[src/vplmf_pkg.sv]
// Package for the velocity PI loop with mean filter.
// Holds field widths, fixed-point constants, register reset values and the
// shared types between the controller, the datapath and the register file.
package vplmf_pkg;

    // Window length default; the top level carries it as a parameter.
    localparam int WINDOW_LEN_DEF = 10;

    // Input and output field widths.
    localparam int SPEED_W    = 15;
    localparam int CHANNEL_W  = 11;
    localparam int DRIVE_W    = 16;
    localparam int IN_TDATA_W = 48;
    localparam int OUT_TDATA_W = 16;

    // Register port.
    localparam int CFG_IDX_W  = 3;
    localparam int CFG_DATA_W = 24;
    localparam int GAIN_W     = 24;
    localparam int ILIM_UP_W  = 23;
    localparam int ILIM_DN_W  = 24;
    localparam int DLIM_UP_W  = 15;
    localparam int DLIM_DN_W  = 16;

    // Internal arithmetic widths.
    localparam int PAIR_W     = 16;   // left + right
    localparam int THR_W      = 12;   // channel minus center
    localparam int INT_W      = 32;   // integral, Q8
    localparam int INT_SUM_W  = 34;   // integral before clamping
    localparam int FE_W       = 25;   // filtered error, Q8
    localparam int DIF_W      = 26;   // error minus mean, Q8
    localparam int MEAN_W     = 16;
    localparam int QUO_W      = 16;
    localparam int MUL_A_W    = 33;
    localparam int MUL_B_W    = 25;
    localparam int PROD_W     = MUL_A_W + MUL_B_W;
    localparam int ACC_W      = 60;

    // Fixed-point constants.
    localparam int Q8_SHIFT        = 8;
    localparam int BLEND_FRAC      = 16;
    localparam int DRIVE_FRAC      = 24;
    localparam int BLEND_OLD       = 45875;
    localparam int BLEND_NEW       = 19661;
    localparam int THROTTLE_CENTER = 1000;

    // Register reset values.
    localparam logic [GAIN_W-1:0]           GAIN_P_RST = 24'd39322;
    localparam logic [GAIN_W-1:0]           GAIN_I_RST = 24'd393;
    localparam logic [GAIN_W-1:0]           GAIN_D_RST = 24'd0;
    localparam logic [ILIM_UP_W-1:0]        ILIM_UP_RST = 23'd100000;
    localparam logic signed [ILIM_DN_W-1:0] ILIM_DN_RST = -24'sd100000;
    localparam logic [DLIM_UP_W-1:0]        DLIM_UP_RST = 15'd1800;
    localparam logic signed [DLIM_DN_W-1:0] DLIM_DN_RST = -16'sd1800;

    typedef enum logic [CFG_IDX_W-1:0] {
        CFG_GAIN_P      = 3'd0,
        CFG_GAIN_I      = 3'd1,
        CFG_GAIN_D      = 3'd2,
        CFG_INT_UPPER   = 3'd3,
        CFG_INT_LOWER   = 3'd4,
        CFG_DRIVE_UPPER = 3'd5,
        CFG_DRIVE_LOWER = 3'd6
    } t_cfg_idx;

    typedef struct packed {
        logic [GAIN_W-1:0]           gain_p;
        logic [GAIN_W-1:0]           gain_i;
        logic [GAIN_W-1:0]           gain_d;
        logic [ILIM_UP_W-1:0]        integral_upper;
        logic signed [ILIM_DN_W-1:0] integral_lower;
        logic [DLIM_UP_W-1:0]        drive_upper;
        logic signed [DLIM_DN_W-1:0] drive_lower;
    } t_cfg;

    typedef struct packed {
        logic signed [SPEED_W-1:0] left_speed;
        logic signed [SPEED_W-1:0] right_speed;
        logic                      remote_active;
        logic [CHANNEL_W-1:0]      throttle_channel;
        logic                      run_enable;
    } t_in_item;

    typedef enum logic [3:0] {
        S_IDLE, S_WIN, S_CLAMP, S_RCP, S_QN, S_CORR, S_BNEW,
        S_BSUM, S_BDIV, S_DIF, S_MI, S_MD, S_ACC, S_DONE
    } t_state;

    typedef enum logic [2:0] {
        MUL_NONE, MUL_RCP, MUL_QN, MUL_FE_OLD, MUL_MEAN_NEW, MUL_GP, MUL_GI, MUL_GD
    } t_mul_sel;

    typedef enum logic [1:0] {
        ACC_HOLD, ACC_LOAD, ACC_ADD, ACC_ADD_SHL
    } t_acc_op;

    typedef struct packed {
        logic     capture;
        logic     win_step;
        logic     clamp_step;
        logic     q_load;
        logic     mean_load;
        logic     fe_load;
        logic     dif_load;
        logic     out_load;
        t_mul_sel mul_sel;
        t_acc_op  acc_op;
    } t_dp_cmd;

endpackage

[src/vplmf_ctrl.sv]
// Sequencer of the velocity loop: steps the datapath through one tick and
// owns the stream handshakes. Depends on vplmf_pkg.
module vplmf_ctrl
    import vplmf_pkg::*;
(
    input  logic    i_clk,
    input  logic    i_rst_n,
    input  logic    i_in_valid,
    output logic    o_in_ready,
    output logic    o_out_valid,
    input  logic    i_out_ready,
    output t_dp_cmd o_cmd
);
    t_state r_state;
    t_state n_state;
    logic   r_out_valid;
    logic   n_out_valid;
    logic   slot_free;

    assign slot_free = !r_out_valid || i_out_ready;

    always_comb begin
        n_state = r_state;
        case (r_state)
            S_IDLE:  if (i_in_valid) n_state = S_WIN;
            S_WIN:   n_state = S_CLAMP;
            S_CLAMP: n_state = S_RCP;
            S_RCP:   n_state = S_QN;
            S_QN:    n_state = S_CORR;
            S_CORR:  n_state = S_BNEW;
            S_BNEW:  n_state = S_BSUM;
            S_BSUM:  n_state = S_BDIV;
            S_BDIV:  n_state = S_DIF;
            S_DIF:   n_state = S_MI;
            S_MI:    n_state = S_MD;
            S_MD:    n_state = S_ACC;
            S_ACC:   n_state = S_DONE;
            S_DONE:  if (slot_free) n_state = S_IDLE;
            default: n_state = S_IDLE;
        endcase
    end

    always_comb begin
        o_cmd         = '0;
        o_cmd.mul_sel = MUL_NONE;
        o_cmd.acc_op  = ACC_HOLD;
        o_in_ready    = 1'b0;
        case (r_state)
            S_IDLE: begin
                o_in_ready    = 1'b1;
                o_cmd.capture = i_in_valid;
            end
            S_WIN:   o_cmd.win_step = 1'b1;
            S_CLAMP: o_cmd.clamp_step = 1'b1;
            S_RCP:   o_cmd.mul_sel = MUL_RCP;
            S_QN: begin
                o_cmd.mul_sel = MUL_QN;
                o_cmd.q_load  = 1'b1;
            end
            S_CORR: begin
                o_cmd.mean_load = 1'b1;
                o_cmd.mul_sel   = MUL_FE_OLD;
            end
            S_BNEW: begin
                o_cmd.mul_sel = MUL_MEAN_NEW;
                o_cmd.acc_op  = ACC_LOAD;
            end
            S_BSUM:  o_cmd.acc_op = ACC_ADD_SHL;
            S_BDIV:  o_cmd.fe_load = 1'b1;
            S_DIF: begin
                o_cmd.dif_load = 1'b1;
                o_cmd.mul_sel  = MUL_GP;
            end
            S_MI: begin
                o_cmd.mul_sel = MUL_GI;
                o_cmd.acc_op  = ACC_LOAD;
            end
            S_MD: begin
                o_cmd.mul_sel = MUL_GD;
                o_cmd.acc_op  = ACC_ADD;
            end
            S_ACC:   o_cmd.acc_op = ACC_ADD;
            S_DONE:  o_cmd.out_load = slot_free;
            default: ;
        endcase
    end

    always_comb begin
        n_out_valid = r_out_valid;
        if (o_cmd.out_load) begin
            n_out_valid = 1'b1;
        end else if (i_out_ready) begin
            n_out_valid = 1'b0;
        end
    end

    always_ff @(posedge i_clk) begin
        if (!i_rst_n) begin
            r_state     <= S_IDLE;
            r_out_valid <= 1'b0;
        end else begin
            r_state     <= n_state;
            r_out_valid <= n_out_valid;
        end
    end

    assign o_out_valid = r_out_valid;
endmodule

[config.mk]
export PLATFORM = sky130hd
export DESIGN_NAME = vplmf_ctrl
export DESIGN_NICKNAME = d
export VERILOG_FILES = /design/src/vplmf_pkg.sv /design/src/vplmf_ctrl.sv
export SDC_FILE = /design/constraint.sdc
export NUM_CORES = 1
export LEC_CHECK = 0
export BUFFER_PORTS_ARGS = -buffer_cell sky130_fd_sc_hd__buf_2
export CAP_MARGIN = 20
export CORE_MARGIN = 5
export CORE_UTILIZATION = 25
export CTS_CLUSTER_DIAMETER = 200
export DETAILED_ROUTE_END_ITERATION = 8
export GPL_TIMING_DRIVEN = 0
export PLACE_DENSITY_LB_ADDON = 0.2
export SLEW_MARGIN = 5
export SYNTH_ARGS = -nofsm -noshare
export SYNTH_HDL_FRONTEND = slang
export SYNTH_SLANG_ARGS = --single-unit
[constraint.sdc]
create_clock -name i_clk -period 1 [get_ports i_clk]
set_input_delay 0.05 -clock i_clk [delete_from_list [all_inputs] [get_ports i_clk]]
set_output_delay 0.05 -clock i_clk [all_outputs]
set_load 0.005 [all_outputs]
==> results of run 1 <==
## how the worst max path moves through the flow
stage,from,endpoint,depth (start not counted)
floorplan,r_state[3]$_SDFFE_PN0P_,r_state[0]$_SDFFE_PN0P_,4
global placement,r_state[0]$_SDFFE_PN0P_,r_state[3]$_SDFFE_PN0P_,4
detailed placement,r_state[0]$_SDFFE_PN0P_,o_cmd[5],5
CTS,r_state[3]$_SDFFE_PN0P_,o_cmd[1],5
global route,r_state[3]$_SDFFE_PN0P_,o_cmd[4],5
finish,r_state[3]$_SDFFE_PN0P_,o_cmd[4],5
## power breakdown
group	internal [mW]	leakage (nW)	switching, mW
sequential	0.211	0.0433	0.0178
combinational	0.214	0.399	0.164
clock	0.151	0.0150	0.0774
## worst max-delay path: cells and delay by family (launching register included)
family / cells / cell delay, ps
simple gates: 1 / 200
flops: 1 / 370
buf+inv: 2 / 260
compound gates: 2 / 220
## sequential cells by signal, indices dropped and copies added (netlist names)
register / cells
r_state: 4
o_out_valid: 1
## cell type report
type                            instances  area [µm²]  area share
Buffer                                  5        60.1      0.0632
Clock buffer                            4        26.3      0.0277
Inverter                                4        17.5      0.0184
Multi-Input combinational cell         43         374       0.394
Sequential cell                         5         113       0.119
Tap cell                               25        31.3      0.0329
Timing Repair Buffer                   43         328       0.345
## repair_timing
item / 4_1_cts / 5_1_grt
gates resized for setup: 27 / 14
pin swaps: 11 / 4
endpoints found under the setup margin: 18 / 18
buffers inserted: 13 / 13
## Yosys cell counts, types with 2 or more instances
library cell and number:
dfxtp_1 5, nor2_1 7, buf_6 4, buf_4 2
and2b_1 2, nor3_1 5, o21ai_0 2, a21oi_1 3
nand2_1 3, inv_1 4, o211ai_1 2
## logic make-up (layout without fill, tap and decap cells)
group                     after synthesis  count (layout)  synth area share
DFF                                     5               5             0.211
xor gates and xnor gates                2               2            0.0368
buffers and inverters                  10              56             0.158
and+or+nand+nor                        26              26             0.361
AOI/OAI and AO/OA                      15              15             0.234
## layer usage
layer,part of all wire,vias up,GRT usage
li1,-,297,-
met2,0.52,17,0.208
met1,0.42,280,0.136
met4,0.012,0,0.0383
met3,0.047,2,0.0416
met5,0,-,0
==> metrics.txt, run 1 <==
status complete, but fails checks; failing checks setup timing; placed cells a little over 100; cts hold-fix bufs 0; hold depth 2; Yosys Warn Count 0; Top FF cell, synth dfxtp_1; net count after synthesis a little over 60; CTS tree built; DRC 0; hold_ws between 80 and 90 ps; core box area between 1500 and 2000 µm²; number of synthesized flops with an enable pin 0; reg2reg start r_state[2]$_SDFFE_PN0P_; vias roughly 600; Worst-Margin Slew approximately 260 ps; worst vdd ir between 600 and 700 µV; Yosys top cell by area dfxtp_1; Max Clock Freq 750 MHz; Tightest Hold Check Type input pin to register; Final Instance Count excl. Fillers between 100 and 150; initial DRC count 5; total grt overflow 0; # fillers about 180; Avg Cell Area, Syn ~8.2 µm²; Post-Syn Area 475 µm²; Area Growth Syn to Fin 99.7%; largest net degree at the start of global routing 11; Post-DP Area about 600 µm²; synthesis-stage register bit count 5; final worst setup slack -333 ps; pwr dens 878 nW/µm²; Max Slew Vio Count 0; worst r2r path cells 7; Setup WS pre-CTS -122 ps; Port-buffer cells 18; clk_lat worst skew ~240 ps; die area between 2000 and 3000 µm²; worst hold start i_rst_n; antenna violations before repair 0; share of layout cells above drive strength 1 0.731; crit path DAT ~1300 ps; GP Congestion 0.703; gr usage total 0.120; # clock sinks 5; post-route cell area between 900 and 1000 µm²; Synth cell types 30; htree depth 1; CP cell instances buf_6 > nor2_1 > a21oi_1 > o22ai_1 > buf_2; most frequent cells in the layout 18 x buf_2, 15 x buf_4, 12 x buf_6; Layout Nets roughly 110; Clock transition at path regs about 40 ps; Required @ worst endpoint 950 ps; DP HPWL between 800 and 900 µm; Num CTS Buffers 3; sequential element share of the synthesized area 0.211; CP peak stage delay 370 ps; final core utilization 0.538; I/O pin count 19; Slew HR 0.827; Setup crit start kind register; Die Width ~54 µm; leakage power 0.457 nW; Detailed Routing Iterations Pass 1 4; RSZ-0062 raised after global routing true; asr flop ratio synth 0; r2r endpoint r_state[3]$_SDFFE_PN0P_; commonest non-fill, non-tap cell in the layout buf_2; Tmin final about 1300 ps; Max Root-Sink Buffers 2; CP max stage cell dfxtp_4; final setup fails 19; number of global-route vias before repair roughly 570; Crit Path Max Fanout 5; top cell type's share of synthesized area 0.211; first-pass GRT wire length about 2500 µm; Chip Height around 54 µm; Crit Path Category register to output port; Syn Inst Count between 50 and 60; synth top area cells dfxtp_1 21%, buf_6 9.5%, nor2_1 5.5%; total routed wirelength roughly 1700 µm; DR vias/cell ~4.6; DR WL/cell approximately 13 µm; max-cap violations 0; Root Buffer clkbuf_4; sink of the worst hold path o_out_valid$_SDFFE_PN0P_; Setup TNS Final -4130 ps; final period utilization 1.33; Site Rows 15; Antenna diodes 0; Tot Pwr 834 µW; final hold violation count 0; Crit. End Element output port; Post-DRT Antenna Nets 0; skew final around 0.42 ps; reg-to-reg slack, setup -240 ps; Starting Density 0.270
Power figures use the tool's default switching activity.
==> run 2: changes to the inputs <==
--- a/config.mk
+++ b/config.mk
@@ -5,7 +5,7 @@
 export SDC_FILE = /design/constraint.sdc
 export NUM_CORES = 1
 export LEC_CHECK = 0
-export BUFFER_PORTS_ARGS = -buffer_cell sky130_fd_sc_hd__buf_2
+export BUFFER_PORTS_ARGS = -buffer_cell sky130_fd_sc_hd__buf_4
 export CAP_MARGIN = 20
 export CORE_MARGIN = 5
 export CORE_UTILIZATION = 25
==> run 2 against run 1 <==
The flow still finishes with violations (setup timing). Critical path type unchanged. Critical endpoint is now o_cmd[1]. Highest routed layer is now met3. Non-clock buffer count shrank 7. Largest cell class is now multi-input combinational cells. Combinational power shrank 13%. Total power shrank 5.7%.
==> metrics.txt, run 2 (synthesized netlist as in run 1, its figures left out) <==
worst vdd ir 636 µV (-8.1%); DRC 0 (unchanged); most frequent cells in the layout 29 x buf_4, 10 x buf_6, 5 x nor3_2, 5 x nor2_1; Crit Path Max Fanout 6 (+1); I/O pin count 19 (unchanged); Setup crit start kind register; pwr dens 862 nW/µm² (-1.8%); Root Buffer clkbuf_4; gr usage total 0.102 (-0.0177); skew final 4.65 ps (+4.23 ps); number of global-route vias before repair 467 (-18%); Antenna diodes 0 (unchanged); final setup fails 19 (unchanged); DR vias/cell 4.55 (-1.5%); status complete, but fails checks; vias 555 (-6.9%); failing checks setup timing; Area Growth Syn to Fin 91.8%; Worst-Margin Slew 242 ps (-15.3 ps); Chip Height 53.6 µm (unchanged); post-route cell area 912 µm² (-4.0%); Clock transition at path regs 40 ps (about the same); max FFs per register 4 (unchanged); Slew HR 0.838 (+0.0103); Crit. End Element output port; Site Rows 15 (unchanged); DR WL/cell 11.7 µm (-11%); DP HPWL 938 µm (+4.8%); total grt overflow 0 (unchanged); Tightest Hold Check Type input pin to register; cts hold-fix bufs 0 (unchanged); FF+latch area 113 µm² (unchanged); die area 2870 µm² (unchanged); Max Root-Sink Buffers 2 (unchanged); max-cap violations 0 (unchanged); first-pass GRT wire length 2130 µm (-14%); Largest Register r_state; # fillers 190 (+3.3%); Required @ worst endpoint 950 ps (about the same); hold_ws 52.4 ps (-35.2 ps); Die Width 53.6 µm (unchanged); share of layout cells above drive strength 1 0.711 (-0.0194); CP peak stage delay 350 ps (-20 ps); Port-buffer cells 18 (unchanged); final period utilization 1.31 (-0.0213); core box area 1760 µm² (unchanged); final hold violation count 0 (unchanged); Max Clock Freq 762 MHz (+1.6%); placed cells 101 (unchanged); Post-DP Area 647 µm² (+7.5%); leakage power 0.414 nW (-9.4%); CP max stage cell dfxtp_4; CP cell instances buf_6 > and2b_4 > o211ai_1 > o21ai_1 > buf_4; crit path DAT 1260 ps (-20 ps); clk_lat worst skew 240 ps (about the same); antenna violations before repair 0 (unchanged); largest net degree at the start of global routing 11 (unchanged); initial DRC count 2 (-3); Detailed Routing Iterations Pass 1 2 (-2); htree depth 1 (unchanged); CTS tree built; Max Slew Vio Count 0 (unchanged); RSZ-0062 raised after global routing true; Multi-input gate area 367 µm² (-2.0%); Crit Path Category register to output port; total routed wirelength 1430 µm (-15%); Starting Density 0.270 (unchanged); Post-DRT Antenna Nets 0 (unchanged); Layout Nets 102 (-6.4%); # clock sinks 5 (unchanged); Num CTS Buffers 3 (unchanged); GP Congestion 0.757 (+7.7%); Tmin final 1310 ps (-21.3 ps); commonest non-fill, non-tap cell in the layout buf_4; Final Instance Count excl. Fillers 122 (-5.4%); final worst setup slack -312 ps (+21.3 ps)
-- run 2: worst paths after layout --
path / slack [ps] / cells after the start / to / from
worst max-delay path: -310 / 5 / o_cmd[1] / r_state[3]$_SDFFE_PN0P_
worst min-delay path: 50 / 2 / o_out_valid$_SDFFE_PN0P_ / i_rst_n
worst max register to register: -250 / 5 / r_state[0]$_SDFFE_PN0P_ / r_state[3]$_SDFFE_PN0P_
worst min register to register: 670 / 3 / r_state[3]$_SDFFE_PN0P_ / r_state[1]$_SDFFE_PN0P_
-- run 2: power breakdown --
part	switching (mW)	internal (mW)	total (mW)	leakage (nW)
sequential	0.0186	0.211	0.229	0.0433
combinational	0.140	0.190	0.330	0.356
clock	0.0766	0.150	0.227	0.0150
-- run 2: repair_timing --
action                                  CTS  global route
gates cloned                              1             0
pin swaps                                 8             7
endpoints found under the setup margin   19            18
resized for setup                        18            15
buffers inserted                          7            10
-- run 2: metal layers --
metal / GRT usage / up-vias / share of wire
li1: - / 286 / -
met1: 0.135 / 255 / 0.46
met2: 0.163 / 14 / 0.50
met3: 0.0443 / 0 / 0.045
met4: 0 / 0 / 0
met5: 0 / - / 0
-- run 2: critical path, delay by kind of cell (launching register included) --
| family | cells | cell delay [ps] |
|---|---|---|
| simple gates | 1 | 170 |
| flops | 1 | 350 |
| buf+inv | 2 | 270 |
| compound gates | 2 | 240 |
-- run 2: cell type report --
type / count / area share
Clock buffer: 4 / 0.0288
Buffer: 5 / 0.0700
Tap cell: 25 / 0.0343
Sequential cell: 5 / 0.123
Inverter: 4 / 0.0165
Multi-Input combinational cell: 43 / 0.402
Timing Repair Buffer: 36 / 0.325
-- run 2: through the flow --
step	setup slack (ps)	power, mW	utilization	TNS [ps]
5_1_grt	-391	0.849	0.517	-5080
2_1_floorplan	-32.1	0.370	-	-61.0
4_1_cts	-323	0.729	0.449	-3810
3_3_place_gp	-129	0.447	0.367	-1110
6_report	-312	0.786	0.517	-3780
3_5_place_dp	-143	0.449	0.367	-1290
