<file path="config.mk">
export PLATFORM = sky130hd
export DESIGN_NAME = vplmf_cfg
export DESIGN_NICKNAME = d
export VERILOG_FILES = /design/src/vplmf_pkg.sv /design/src/vplmf_cfg.sv
export SDC_FILE = /design/constraint.sdc
export NUM_CORES = 1
export LEC_CHECK = 0
export BUFFER_PORTS_ARGS = -buffer_cell sky130_fd_sc_hd__buf_2
export CELL_PAD_IN_SITES_DETAIL_PLACEMENT = 0
export CELL_PAD_IN_SITES_GLOBAL_PLACEMENT = 2
export CORE_UTILIZATION = 30
export DETAILED_ROUTE_END_ITERATION = 16
export PLACE_DENSITY = 0.74
export SLEW_MARGIN = 10
export SYNTH_ARGS = -nofsm -noshare
export SYNTH_HDL_FRONTEND = slang
export SYNTH_SLANG_ARGS = --single-unit
export TNS_END_PERCENT = 20
</file>
<file path="constraint.sdc">
create_clock -name i_clk -period 3.9 [get_ports i_clk]
set_input_delay 0.78 -clock i_clk [delete_from_list [all_inputs] [get_ports i_clk]]
set_output_delay 0.78 -clock i_clk [all_outputs]
set_load 0.01 [all_outputs]
</file>
<file path="src/vplmf_pkg.sv">
// Package for the velocity PI loop with mean filter.
// Holds field widths, fixed-point constants, register reset values and the
// shared types between the controller, the datapath and the register file.
package vplmf_pkg;

    // Window length default; the top level carries it as a parameter.
    localparam int WINDOW_LEN_DEF = 10;

    // Input and output field widths.
    localparam int SPEED_W    = 15;
    localparam int CHANNEL_W  = 11;
    localparam int DRIVE_W    = 16;
    localparam int IN_TDATA_W = 48;
    localparam int OUT_TDATA_W = 16;

    // Register port.
    localparam int CFG_IDX_W  = 3;
    localparam int CFG_DATA_W = 24;
    localparam int GAIN_W     = 24;
    localparam int ILIM_UP_W  = 23;
    localparam int ILIM_DN_W  = 24;
    localparam int DLIM_UP_W  = 15;
    localparam int DLIM_DN_W  = 16;

    // Internal arithmetic widths.
    localparam int PAIR_W     = 16;   // left + right
    localparam int THR_W      = 12;   // channel minus center
    localparam int INT_W      = 32;   // integral, Q8
    localparam int INT_SUM_W  = 34;   // integral before clamping
    localparam int FE_W       = 25;   // filtered error, Q8
    localparam int DIF_W      = 26;   // error minus mean, Q8
    localparam int MEAN_W     = 16;
    localparam int QUO_W      = 16;
    localparam int MUL_A_W    = 33;
    localparam int MUL_B_W    = 25;
    localparam int PROD_W     = MUL_A_W + MUL_B_W;
    localparam int ACC_W      = 60;

    // Fixed-point constants.
    localparam int Q8_SHIFT        = 8;
    localparam int BLEND_FRAC      = 16;
    localparam int DRIVE_FRAC      = 24;
    localparam int BLEND_OLD       = 45875;
    localparam int BLEND_NEW       = 19661;
    localparam int THROTTLE_CENTER = 1000;

    // Register reset values.
    localparam logic [GAIN_W-1:0]           GAIN_P_RST = 24'd39322;
    localparam logic [GAIN_W-1:0]           GAIN_I_RST = 24'd393;
    localparam logic [GAIN_W-1:0]           GAIN_D_RST = 24'd0;
    localparam logic [ILIM_UP_W-1:0]        ILIM_UP_RST = 23'd100000;
    localparam logic signed [ILIM_DN_W-1:0] ILIM_DN_RST = -24'sd100000;
    localparam logic [DLIM_UP_W-1:0]        DLIM_UP_RST = 15'd1800;
    localparam logic signed [DLIM_DN_W-1:0] DLIM_DN_RST = -16'sd1800;

    typedef enum logic [CFG_IDX_W-1:0] {
        CFG_GAIN_P      = 3'd0,
        CFG_GAIN_I      = 3'd1,
        CFG_GAIN_D      = 3'd2,
        CFG_INT_UPPER   = 3'd3,
        CFG_INT_LOWER   = 3'd4,
        CFG_DRIVE_UPPER = 3'd5,
        CFG_DRIVE_LOWER = 3'd6
    } t_cfg_idx;

    typedef struct packed {
        logic [GAIN_W-1:0]           gain_p;
        logic [GAIN_W-1:0]           gain_i;
        logic [GAIN_W-1:0]           gain_d;
        logic [ILIM_UP_W-1:0]        integral_upper;
        logic signed [ILIM_DN_W-1:0] integral_lower;
        logic [DLIM_UP_W-1:0]        drive_upper;
        logic signed [DLIM_DN_W-1:0] drive_lower;
    } t_cfg;

    typedef struct packed {
        logic signed [SPEED_W-1:0] left_speed;
        logic signed [SPEED_W-1:0] right_speed;
        logic                      remote_active;
        logic [CHANNEL_W-1:0]      throttle_channel;
        logic                      run_enable;
    } t_in_item;

    typedef enum logic [3:0] {
        S_IDLE, S_WIN, S_CLAMP, S_RCP, S_QN, S_CORR, S_BNEW,
        S_BSUM, S_BDIV, S_DIF, S_MI, S_MD, S_ACC, S_DONE
    } t_state;

    typedef enum logic [2:0] {
        MUL_NONE, MUL_RCP, MUL_QN, MUL_FE_OLD, MUL_MEAN_NEW, MUL_GP, MUL_GI, MUL_GD
    } t_mul_sel;

    typedef enum logic [1:0] {
        ACC_HOLD, ACC_LOAD, ACC_ADD, ACC_ADD_SHL
    } t_acc_op;

    typedef struct packed {
        logic     capture;
        logic     win_step;
        logic     clamp_step;
        logic     q_load;
        logic     mean_load;
        logic     fe_load;
        logic     dif_load;
        logic     out_load;
        t_mul_sel mul_sel;
        t_acc_op  acc_op;
    } t_dp_cmd;

endpackage

</file>
<file path="src/vplmf_cfg.sv">
// Configuration register file of the velocity loop.
// Depends on vplmf_pkg for the register indexes, widths and reset values.
module vplmf_cfg
    import vplmf_pkg::*;
(
    input  logic                  i_clk,
    input  logic                  i_rst_n,
    input  logic                  i_cfg_valid,
    output logic                  o_cfg_ready,
    input  logic [CFG_IDX_W-1:0]  i_cfg_index,
    input  logic [CFG_DATA_W-1:0] i_cfg_data,
    output t_cfg                  o_cfg
);
    t_cfg r_cfg;
    t_cfg n_cfg;

    always_comb begin
        n_cfg = r_cfg;
        if (i_cfg_valid) begin
            case (t_cfg_idx'(i_cfg_index))
                CFG_GAIN_P:      n_cfg.gain_p         = i_cfg_data[GAIN_W-1:0];
                CFG_GAIN_I:      n_cfg.gain_i         = i_cfg_data[GAIN_W-1:0];
                CFG_GAIN_D:      n_cfg.gain_d         = i_cfg_data[GAIN_W-1:0];
                CFG_INT_UPPER:   n_cfg.integral_upper = i_cfg_data[ILIM_UP_W-1:0];
                CFG_INT_LOWER:   n_cfg.integral_lower = $signed(i_cfg_data[ILIM_DN_W-1:0]);
                CFG_DRIVE_UPPER: n_cfg.drive_upper    = i_cfg_data[DLIM_UP_W-1:0];
                CFG_DRIVE_LOWER: n_cfg.drive_lower    = $signed(i_cfg_data[DLIM_DN_W-1:0]);
                default: ;
            endcase
        end
    end

    always_ff @(posedge i_clk) begin
        if (!i_rst_n) begin
            r_cfg.gain_p         <= GAIN_P_RST;
            r_cfg.gain_i         <= GAIN_I_RST;
            r_cfg.gain_d         <= GAIN_D_RST;
            r_cfg.integral_upper <= ILIM_UP_RST;
            r_cfg.integral_lower <= ILIM_DN_RST;
            r_cfg.drive_upper    <= DLIM_UP_RST;
            r_cfg.drive_lower    <= DLIM_DN_RST;
        end else begin
            r_cfg <= n_cfg;
        end
    end

    // The port is always ready, so writes are never stalled.
    assign o_cfg_ready = 1'b1;
    assign o_cfg       = r_cfg;
endmodule

</file>
==> impl_results.md, run 1 <==
* DR DRC count at 0
* Avg Cell Area, Syn at 10.4 um^2
* CTS Hold Bufs at 0
* Post-route ant nets at 0
* Hold Crit Class: reg2reg
* Fin nets at 747
* Final period utilization at 52.3%
* Net Sw Frac at 23.1%
* Max-slew headroom at 40.6%
* TritonCTS Buffers at 17
* DR vias at 4419
* Final hold vios at 0
* Remaining Overflow, GRT at 0
* PortBufs at 179
* Placer Congestion at 0.764
* Row count at 50
* Clock share of power at 48.3%
* Mapped Cells at 553
* Setup TNS at 0 ps
* Worst setup EP type: register
* Syn Nets at 583
* Max reg flops at 150
* Die height at 140 um
* CP startpoint kind: input pin
* Initial cell density of the core at 30.6%
* Diode count at 0
* Pins Over Slew Limit at 0
* Status: completed
* Number of global-route vias before repair at 4439
* Routed wire length at 16600 um
* Total track usage at 17.3%
* Pin count of the biggest net entering global routing at 76
* Width of the die at 140 um
* CTS clk-pin slew, worst paths at 60 ps
* Top-Level Pins at 181
* Global-route wire length before repair at 25500 um
* H-tree Lvls at 4
* Tightest Pin Transition at 890 ps
* Most common cell after layout, fill and taps aside: buf_2
* Hold WS at 455 ps
* Antenna violations before repair at 0
* Wirelength per Cell at 17.2 um
* Fmax at 490 MHz
* Peak supply drop at 0.278 mV
* Share of layout cells above drive strength 1 at 30.5%
* DPL Wire Length at 12100 um
* DR vias/cell at 4.58
* Post CTS Setup Buffer Count at 0
* Post-synth design cell area at 5750 um^2
* Register area share after synthesis at 52.2%
* Final min period at 2040 ps
* Crit path kind: in2reg
* Prevailing post-synth register cell: dfxtp_1
* Clk sinks at 150
* # resized after CTS at 0
* Commonest cells after routing, fill and taps aside: 178 x buf_2, 150 x mux2i_1, 150 x dfxtp_1
* DRT Pass-1 Iters at 6
* Die Area at 19700 um^2
* Data required time of the critical path at 4190 ps
* Clock latency at the later pin of the worst-skew pair at 420 ps
* MaxCap Viol Count at 0
* Clock Root Buffer: clkbuf_16
* Number of setup violations in the final report at 0
* #FFs+latches synth at 150
* Pwr/cell area at 471 nW/um^2
* Worst EP arrival at 2330 ps
* Synth warnings at 0
* Internal at 2700 uW
* Seq pwr share at 45.2%
* CTS tree: built
* EDFF count, synth at 0
* Clk_skew at 0 ps
* Area growth syn-to-layout at 29.5%
* Net Switching at 809 uW
* Synth unique cells at 17
* Leak Pwr at 0.00372 uW
* Critical Path Fanout Max at 13
* Clock Tree Buf Depth at 2
* RSZ-0062 raised after global routing: false
* DR iter-0 viols at 156
* Core ar. at 18800 um^2
* Post-synth ARST share at 0%
* Logic pwr share at 6.6%
power by group through the flow:
stage               sequential (uW)  clock, uW  combinational, uW
floorplan                      1630          0                123
detailed placement             1620          0                234
finish                         1580       1690                230
CTS                            1580       1730                235
global route                   1590       1810                250
global placement               1620          0                230
cell families after synthesis:
group / share of synthesized area [%]
buffers and inverters: 3.81
AND/OR/NAND/NOR: 17.8
flip-flops: 52.2
multiplexers: 26.1
other: 0.0652
stage by stage:
step | instance area, um^2 | total power (uW) | std cells | util [%] | setup slack [ps]
floorplan | 5750 | 1760 | 553 | - | 2000
global placement | 6840 | 1850 | 932 | 36.4 | 1520
detailed placement | 6840 | 1850 | 932 | 36.4 | 1430
CTS | 7450 | 3550 | 964 | 39.7 | 1900
global route | 7450 | 3650 | 964 | 39.7 | 1790
finish | 7450 | 3510 | 964 | 39.7 | 1860
critical path, stage by stage:
cell       delay (ps)
buf_2             170
nand4bb_2         740
buf_4             470
mux2i_1           150
per-layer routing:
metal | global-route usage [%] | vias up | part of all wire [%]
met5 | 0 | - | 0
met4 | 6.18 | 0 | 1.2
li1 | - | 2154 | -
met2 | 29.0 | 143 | 47
met3 | 6.19 | 17 | 8.0
met1 | 20.3 | 2105 | 44
path summary, 6_finish.rpt:
path | end | depth (start not counted) | start | slack, ps
worst max-delay path | o_cfg[80] | 4 | i_cfg_index[2] | 1860
worst min-delay path | o_cfg[116] | 2 | o_cfg[116] | 450
worst min register to register | o_cfg[116] | 2 | o_cfg[116] | 450
worst max register to register | o_cfg[80] | 2 | o_cfg[80] | 3230
cell type report:
type	count	area (um^2)
fill	1857	11300
timing repair buffer	189	986
sequential	150	3000
clock buffer	21	460
tap	234	293
clock inverter	11	149
multi-input combinational	359	2550
synthesized netlist by cell type, types with 2 or more instances:
master       n  area (um^2)
nand4b_1     3         26.3
clkbuf_1    22         82.6
buf_6        2         22.5
buf_2       13         65.1
mux2i_1    150         1500
nand2_1    128          480
dfxtp_1    150         3000
nor2b_1     69          432
nand4bb_1    3         33.8
buf_4        6         45.0
(Power assumes the default switching activity.)
==> run 2, diff against run 1 <==
==> constraint.sdc (replaced) <==
create_clock -name i_clk -period 2 [get_ports i_clk]
set_input_delay 0.4 -clock i_clk [delete_from_list [all_inputs] [get_ports i_clk]]
set_output_delay 0.4 -clock i_clk [all_outputs]
set_load 0.01 [all_outputs]
==> impl_results.md, run 2 (synthesis results as in run 1) <==
* Status: completed
* Leak Pwr at 0.00380 uW (+2.2%)
* Antenna violations before repair at 0 (unchanged)
* Placer Congestion at 0.767 (+0.43%)
* DRT Pass-1 Iters at 4 (-2)
* Setup TNS at 0 ps (unchanged)
* PortBufs at 179 (unchanged)
* Row count at 50 (unchanged)
* WP buf/inv at 1 (-1)
* DR DRC count at 0 (unchanged)
* DR vias at 4417 (-0.045%)
* Reg2Reg Setup Slack at 1340 ps (-1890 ps)
* Clk_skew at 0 ps (unchanged)
* TritonCTS Buffers at 17 (unchanged)
* Hold Crit Class: in2reg
* Number of setup violations in the final report at 0 (unchanged)
* Post CTS Setup Buffer Count at 0 (unchanged)
* RSZ-0062 raised after global routing: false
* Area growth syn-to-layout at 31.9%
* DR vias/cell at 4.55 (-0.66%)
* Commonest cells after routing, fill and taps aside: 178 x buf_2, 150 x mux2i_1, 150 x dfxtp_1
* Total track usage at 17.3% (+0.064 points)
* Top-Level Pins at 181 (unchanged)
* Final period utilization at 67.1%
* Clock Root Buffer: clkbuf_16
* Crit path kind: reg2out
* Fmax at 745 MHz
* Number of global-route vias before repair at 4603 (+3.7%)
* Share of layout cells above drive strength 1 at 31.1% (+0.57 points)
* Global-route wire length before repair at 25800 um (+1.1%)
* CP startpoint kind: register
* Max reg flops at 150 (unchanged)
* Hold Path Sink: o_cfg[50]
* Placed cell areas at 6930 um^2 (+1.3%)
* Worst setup EP type: primary output
* Core ar. at 18800 um^2 (unchanged)
* Final hold vios at 0 (unchanged)
* DPL Wire Length at 12200 um (+1.4%)
* Diode count at 0 (unchanged)
* CTS tree: built
* Pin count of the biggest net entering global routing at 54 (-29%)
* DR iter-0 viols at 155 (-0.64%)
* Reg-to-reg critical path endpoint: o_cfg[109]
* Final cell count without fillers at 970 (+0.62%)
* Data required time of the critical path at 1600 ps (-2590 ps)
* Post-route ant nets at 0 (unchanged)
* CTS Hold Bufs at 0 (unchanged)
* Routed wire length at 16700 um (+0.75%)
* Worst-path cell chain: buf_2
* WHS Path Cells at 3 (+1)
* Die Area at 19700 um^2 (unchanged)
* Die height at 140 um (unchanged)
* MaxCap Viol Count at 0 (unchanged)
* Clock Tree Buf Depth at 2 (unchanged)
* Wirelength per Cell at 17.2 um (+0.13%)
* Most common cell after layout, fill and taps aside: buf_2
* Pwr/cell area at 936 nW/um^2 (+99%)
* Final min period at 1340 ps
* Reg2Reg Depth at 2 (unchanged)
* Fin nets at 754 (+0.94%)
* CP max-delay cell: dfxtp_1
* Width of the die at 140 um (unchanged)
* Critical Path Fanout Max at 2 (-11)
* Peak supply drop at 0.572 mV (+110%)
* Reg2reg start: o_cfg[109]
* Clock latency at the later pin of the worst-skew pair at 420 ps (about the same)
* CTS clk-pin slew, worst paths at 60 ps (about the same)
* Crit path max-delay family: flip-flops
* Pins Over Slew Limit at 0 (unchanged)
* # fillers at 1846 (-0.59%)
* Finished Cell Area at 7580 um^2 (+1.8%)
* Worst EP arrival at 940 ps (-1390 ps)
* Worst hold start: i_cfg_data[19]
* # resized after CTS at 0 (unchanged)
* Remaining Overflow, GRT at 0 (unchanged)
* Clk sinks at 150 (unchanged)
* Initial cell density of the core at 30.6% (unchanged)
* H-tree Lvls at 4 (unchanged)
* Placed Instances at 939 (+0.75%)
* Crit path largest cell delay at 380 ps (-360 ps)
[run 2: worst max-delay path by stage]
stage | end | startpoint | depth (start not counted)
floorplan | o_cfg[115] | i_cfg_index[1] | 5
CTS | o_cfg[109] | o_cfg[109] | 1
global route | o_cfg[109] | o_cfg[109] | 1
finish | o_cfg[109] | o_cfg[109] | 1
detailed placement | o_cfg[138] | i_cfg_index[0] | 4
global placement | o_cfg[139] | i_cfg_index[1] | 4
[run 2: final cells by class]
cell class | instances | area [um^2] | share of cell area (%)
clock buffers | 23 | 488 | 6.43
clock inverters | 8 | 169 | 2.23
multi-input cells | 359 | 2550 | 33.7
flip-flops and latches | 150 | 3000 | 39.6
well taps | 234 | 293 | 3.86
repair buffers | 196 | 1080 | 14.2
[run 2: where the power goes]
group	internal, uW	switching [uW]	total, uW
Combinational	188	277	465
Sequential	3060	35.1	3090
Clock	2340	1210	3550
Total	5580	1520	7100
[run 2: stage by stage]
stage               power, uW  utilization (%)  worst slack (ps)  hold slack, ps
floorplan                3420                -               482             479
global placement         3620             36.9               407             440
detailed placement       3630             36.9               389             448
CTS                      7190             40.4               652             255
global route             7360             40.4               627             273
finish                   7100             40.4               657             263
[run 2: metal layers]
| layer | wire length, um | vias to the layer above | GRT usage (%) |
|---|---|---|---|
| met2 | 7860 | 136 | 29.1 |
| met3 | 1180 | 19 | 6.12 |
| met4 | 276 | 0 | 6.69 |
| met5 | 0 | - | 0 |
| li1 | - | 2165 | - |
| met1 | 7400 | 2097 | 20.3 |
==> run 3, diff against run 2 <==
--- a/config.mk
+++ b/config.mk
@@ -8,9 +8,9 @@
 export BUFFER_PORTS_ARGS = -buffer_cell sky130_fd_sc_hd__buf_2
 export CELL_PAD_IN_SITES_DETAIL_PLACEMENT = 0
 export CELL_PAD_IN_SITES_GLOBAL_PLACEMENT = 2
-export CORE_UTILIZATION = 30
+export CORE_UTILIZATION = 28
 export DETAILED_ROUTE_END_ITERATION = 16
-export PLACE_DENSITY = 0.74
+export PLACE_DENSITY = 0.73
 export SLEW_MARGIN = 10
 export SYNTH_ARGS = -nofsm -noshare
 export SYNTH_HDL_FRONTEND = slang
==> constraint.sdc (replaced) <==
create_clock -name i_clk -period 1.2 [get_ports i_clk]
set_input_delay 0.24 -clock i_clk [delete_from_list [all_inputs] [get_ports i_clk]]
set_output_delay 0.24 -clock i_clk [all_outputs]
set_load 0.01 [all_outputs]
==> impl_results.md, run 3 (synthesis results as in run 1) <==
* Remaining Overflow, GRT at 0 (unchanged)
* Reg2Reg Setup Slack at 550 ps (-790 ps)
* Share of layout cells above drive strength 1 at 34.1% (+3.0 points)
* DRT Pass-1 Iters at 4 (unchanged)
* Hold Crit Class: in2reg
* Width of the die at 145 um (+3.5%)
* RSZ-0062 raised after global routing: false
* Top-Level Pins at 181 (unchanged)
* DPL Wire Length at 12600 um (+3.2%)
* MaxCap Viol Count at 0 (unchanged)
* CP startpoint kind: register
* Fmax at 867 MHz
* Fin nets at 771 (+2.3%)
* Pins Over Slew Limit at 0 (unchanged)
* Number of setup violations in the final report at 0 (unchanged)
* Crit path kind: reg2out
* Final hold vios at 0 (unchanged)
* Most common cell after layout, fill and taps aside: buf_2
* Reg2reg start: o_cfg[102]
* Core ar. at 20200 um^2 (+7.5%)
* Pwr Total at 11900 uW (+68%)
* CTS Hold Bufs at 0 (unchanged)
* CTS clk-pin slew, worst paths at 60 ps (about the same)
* DR DRC count at 0 (unchanged)
* Area growth syn-to-layout at 37.0%
* Pwr/cell area at 1510 nW/um^2 (+61%)
* Clk sinks at 150 (unchanged)
* Worst setup EP type: primary output
* Die Area at 21100 um^2 (+7.0%)
* Clock Root Buffer: clkbuf_16
* Worst hold start: i_cfg_data[18]
* Start point of the critical path: o_cfg[130]
* Die height at 145 um (+3.5%)
* Row count at 52 (+4.0%)
* DR vias/cell at 4.41 (-3.1%)
* # fillers at 2080 (+13%)
* Worst EP arrival at 910 ps (-30 ps)
* DR vias at 4522 (+2.4%)
* CP max-delay cell: dfxtp_1
* Routed wire length at 16900 um (+1.1%)
* Final min period at 1150 ps
* Wirelength per Cell at 16.5 um (-4.3%)
* Max reg flops at 150 (unchanged)
* Antenna violations before repair at 0 (unchanged)
* Global-route wire length before repair at 26300 um (+2.1%)
* Finished Cell Area at 7880 um^2 (+3.9%)
* Leak Pwr at 0.00391 uW (+2.9%)
* Pin count of the biggest net entering global routing at 39 (-28%)
* Status: completed
* CTS tree: built
* DR iter-0 viols at 167 (+7.7%)
* Number of global-route vias before repair at 4534 (-1.5%)
* Final period utilization at 96.1%
* Worst-path cell chain: buf_2
* TritonCTS Buffers at 17 (unchanged)
* Crit path max-delay family: flip-flops
* Post-route ant nets at 0 (unchanged)
* Commonest cells after routing, fill and taps aside: 174 x buf_2, 150 x mux2i_1, 140 x dfxtp_1
* Clock latency at the later pin of the worst-skew pair at 410 ps (about the same)
* Data required time of the critical path at 960 ps (-640 ps)
* Total track usage at 16.3% (-1.0 points)
* Placed cell areas at 7190 um^2 (+3.8%)
* Initial cell density of the core at 28.5% (-2.1 points)
* Clock Tree Buf Depth at 2 (unchanged)
* Peak supply drop at 0.902 mV (+58%)
* Critical Path Fanout Max at 2 (unchanged)
* H-tree Lvls at 4 (unchanged)
* Clk_skew at 0 ps (unchanged)
* Placer Congestion at 0.808 (+5.3%)
* Hold WS at 98.8 ps (-164 ps)
* WP buf/inv at 1 (unchanged)
* Crit path largest cell delay at 360 ps (-20 ps)
* PortBufs at 179 (unchanged)
[run 3: final timing paths]
kind / to / cells after the start
min: o_cfg[49] / 3
max reg2reg: o_cfg[102] / 2
max: o_cfg[130] / 1
min reg2reg: o_cfg[108] / 2
[run 3: cell type report]
cell class	instances	area [um^2]	area share (%)
clock inverters	11	196	2.49
flip-flops and latches	150	3020	38.3
diodes	1	2.50	0.0318
well taps	270	338	4.29
multi-input cells	359	2550	32.4
clock buffers	21	460	5.85
repair buffers	213	1310	16.6
[run 3: power by group]
part	internal, uW	total (uW)	switching (uW)
Clock	3810	5920	2110
Sequential	5090	5150	57.8
Combinational	364	838	474
Total	9270	11900	2640
[run 3: through the flow]
step                utilization (%)  std cells  setup WS, ps  TNS [ps]
floorplan                         -        553          -139     -5290
global placement               35.7        992          -179     -9790
detailed placement             35.7        992          -190    -11450
CTS                            38.9       1024          2.25         0
global route                   39.0       1024         0.202         0
finish                         39.1       1025          46.7         0
[run 3: timing repair]
action / CTS / global route
gates resized for setup: 0 / 14
endpoints found under the setup margin: 0 / 13
buffers inserted: 0 / 0
[run 3: worst min-delay path, delay by kind of cell]
kind                   cells  cell delay [ps]
buffers and inverters      1               90
multiplexers               1              110
AND/OR/NAND/NOR            1               40
[run 3: routing by layer]
layer	routed length, um	global-route usage [%]
met1	7340	19.1
met2	8280	27.9
met3	1100	6.07
met4	171	4.58
met5	0	0
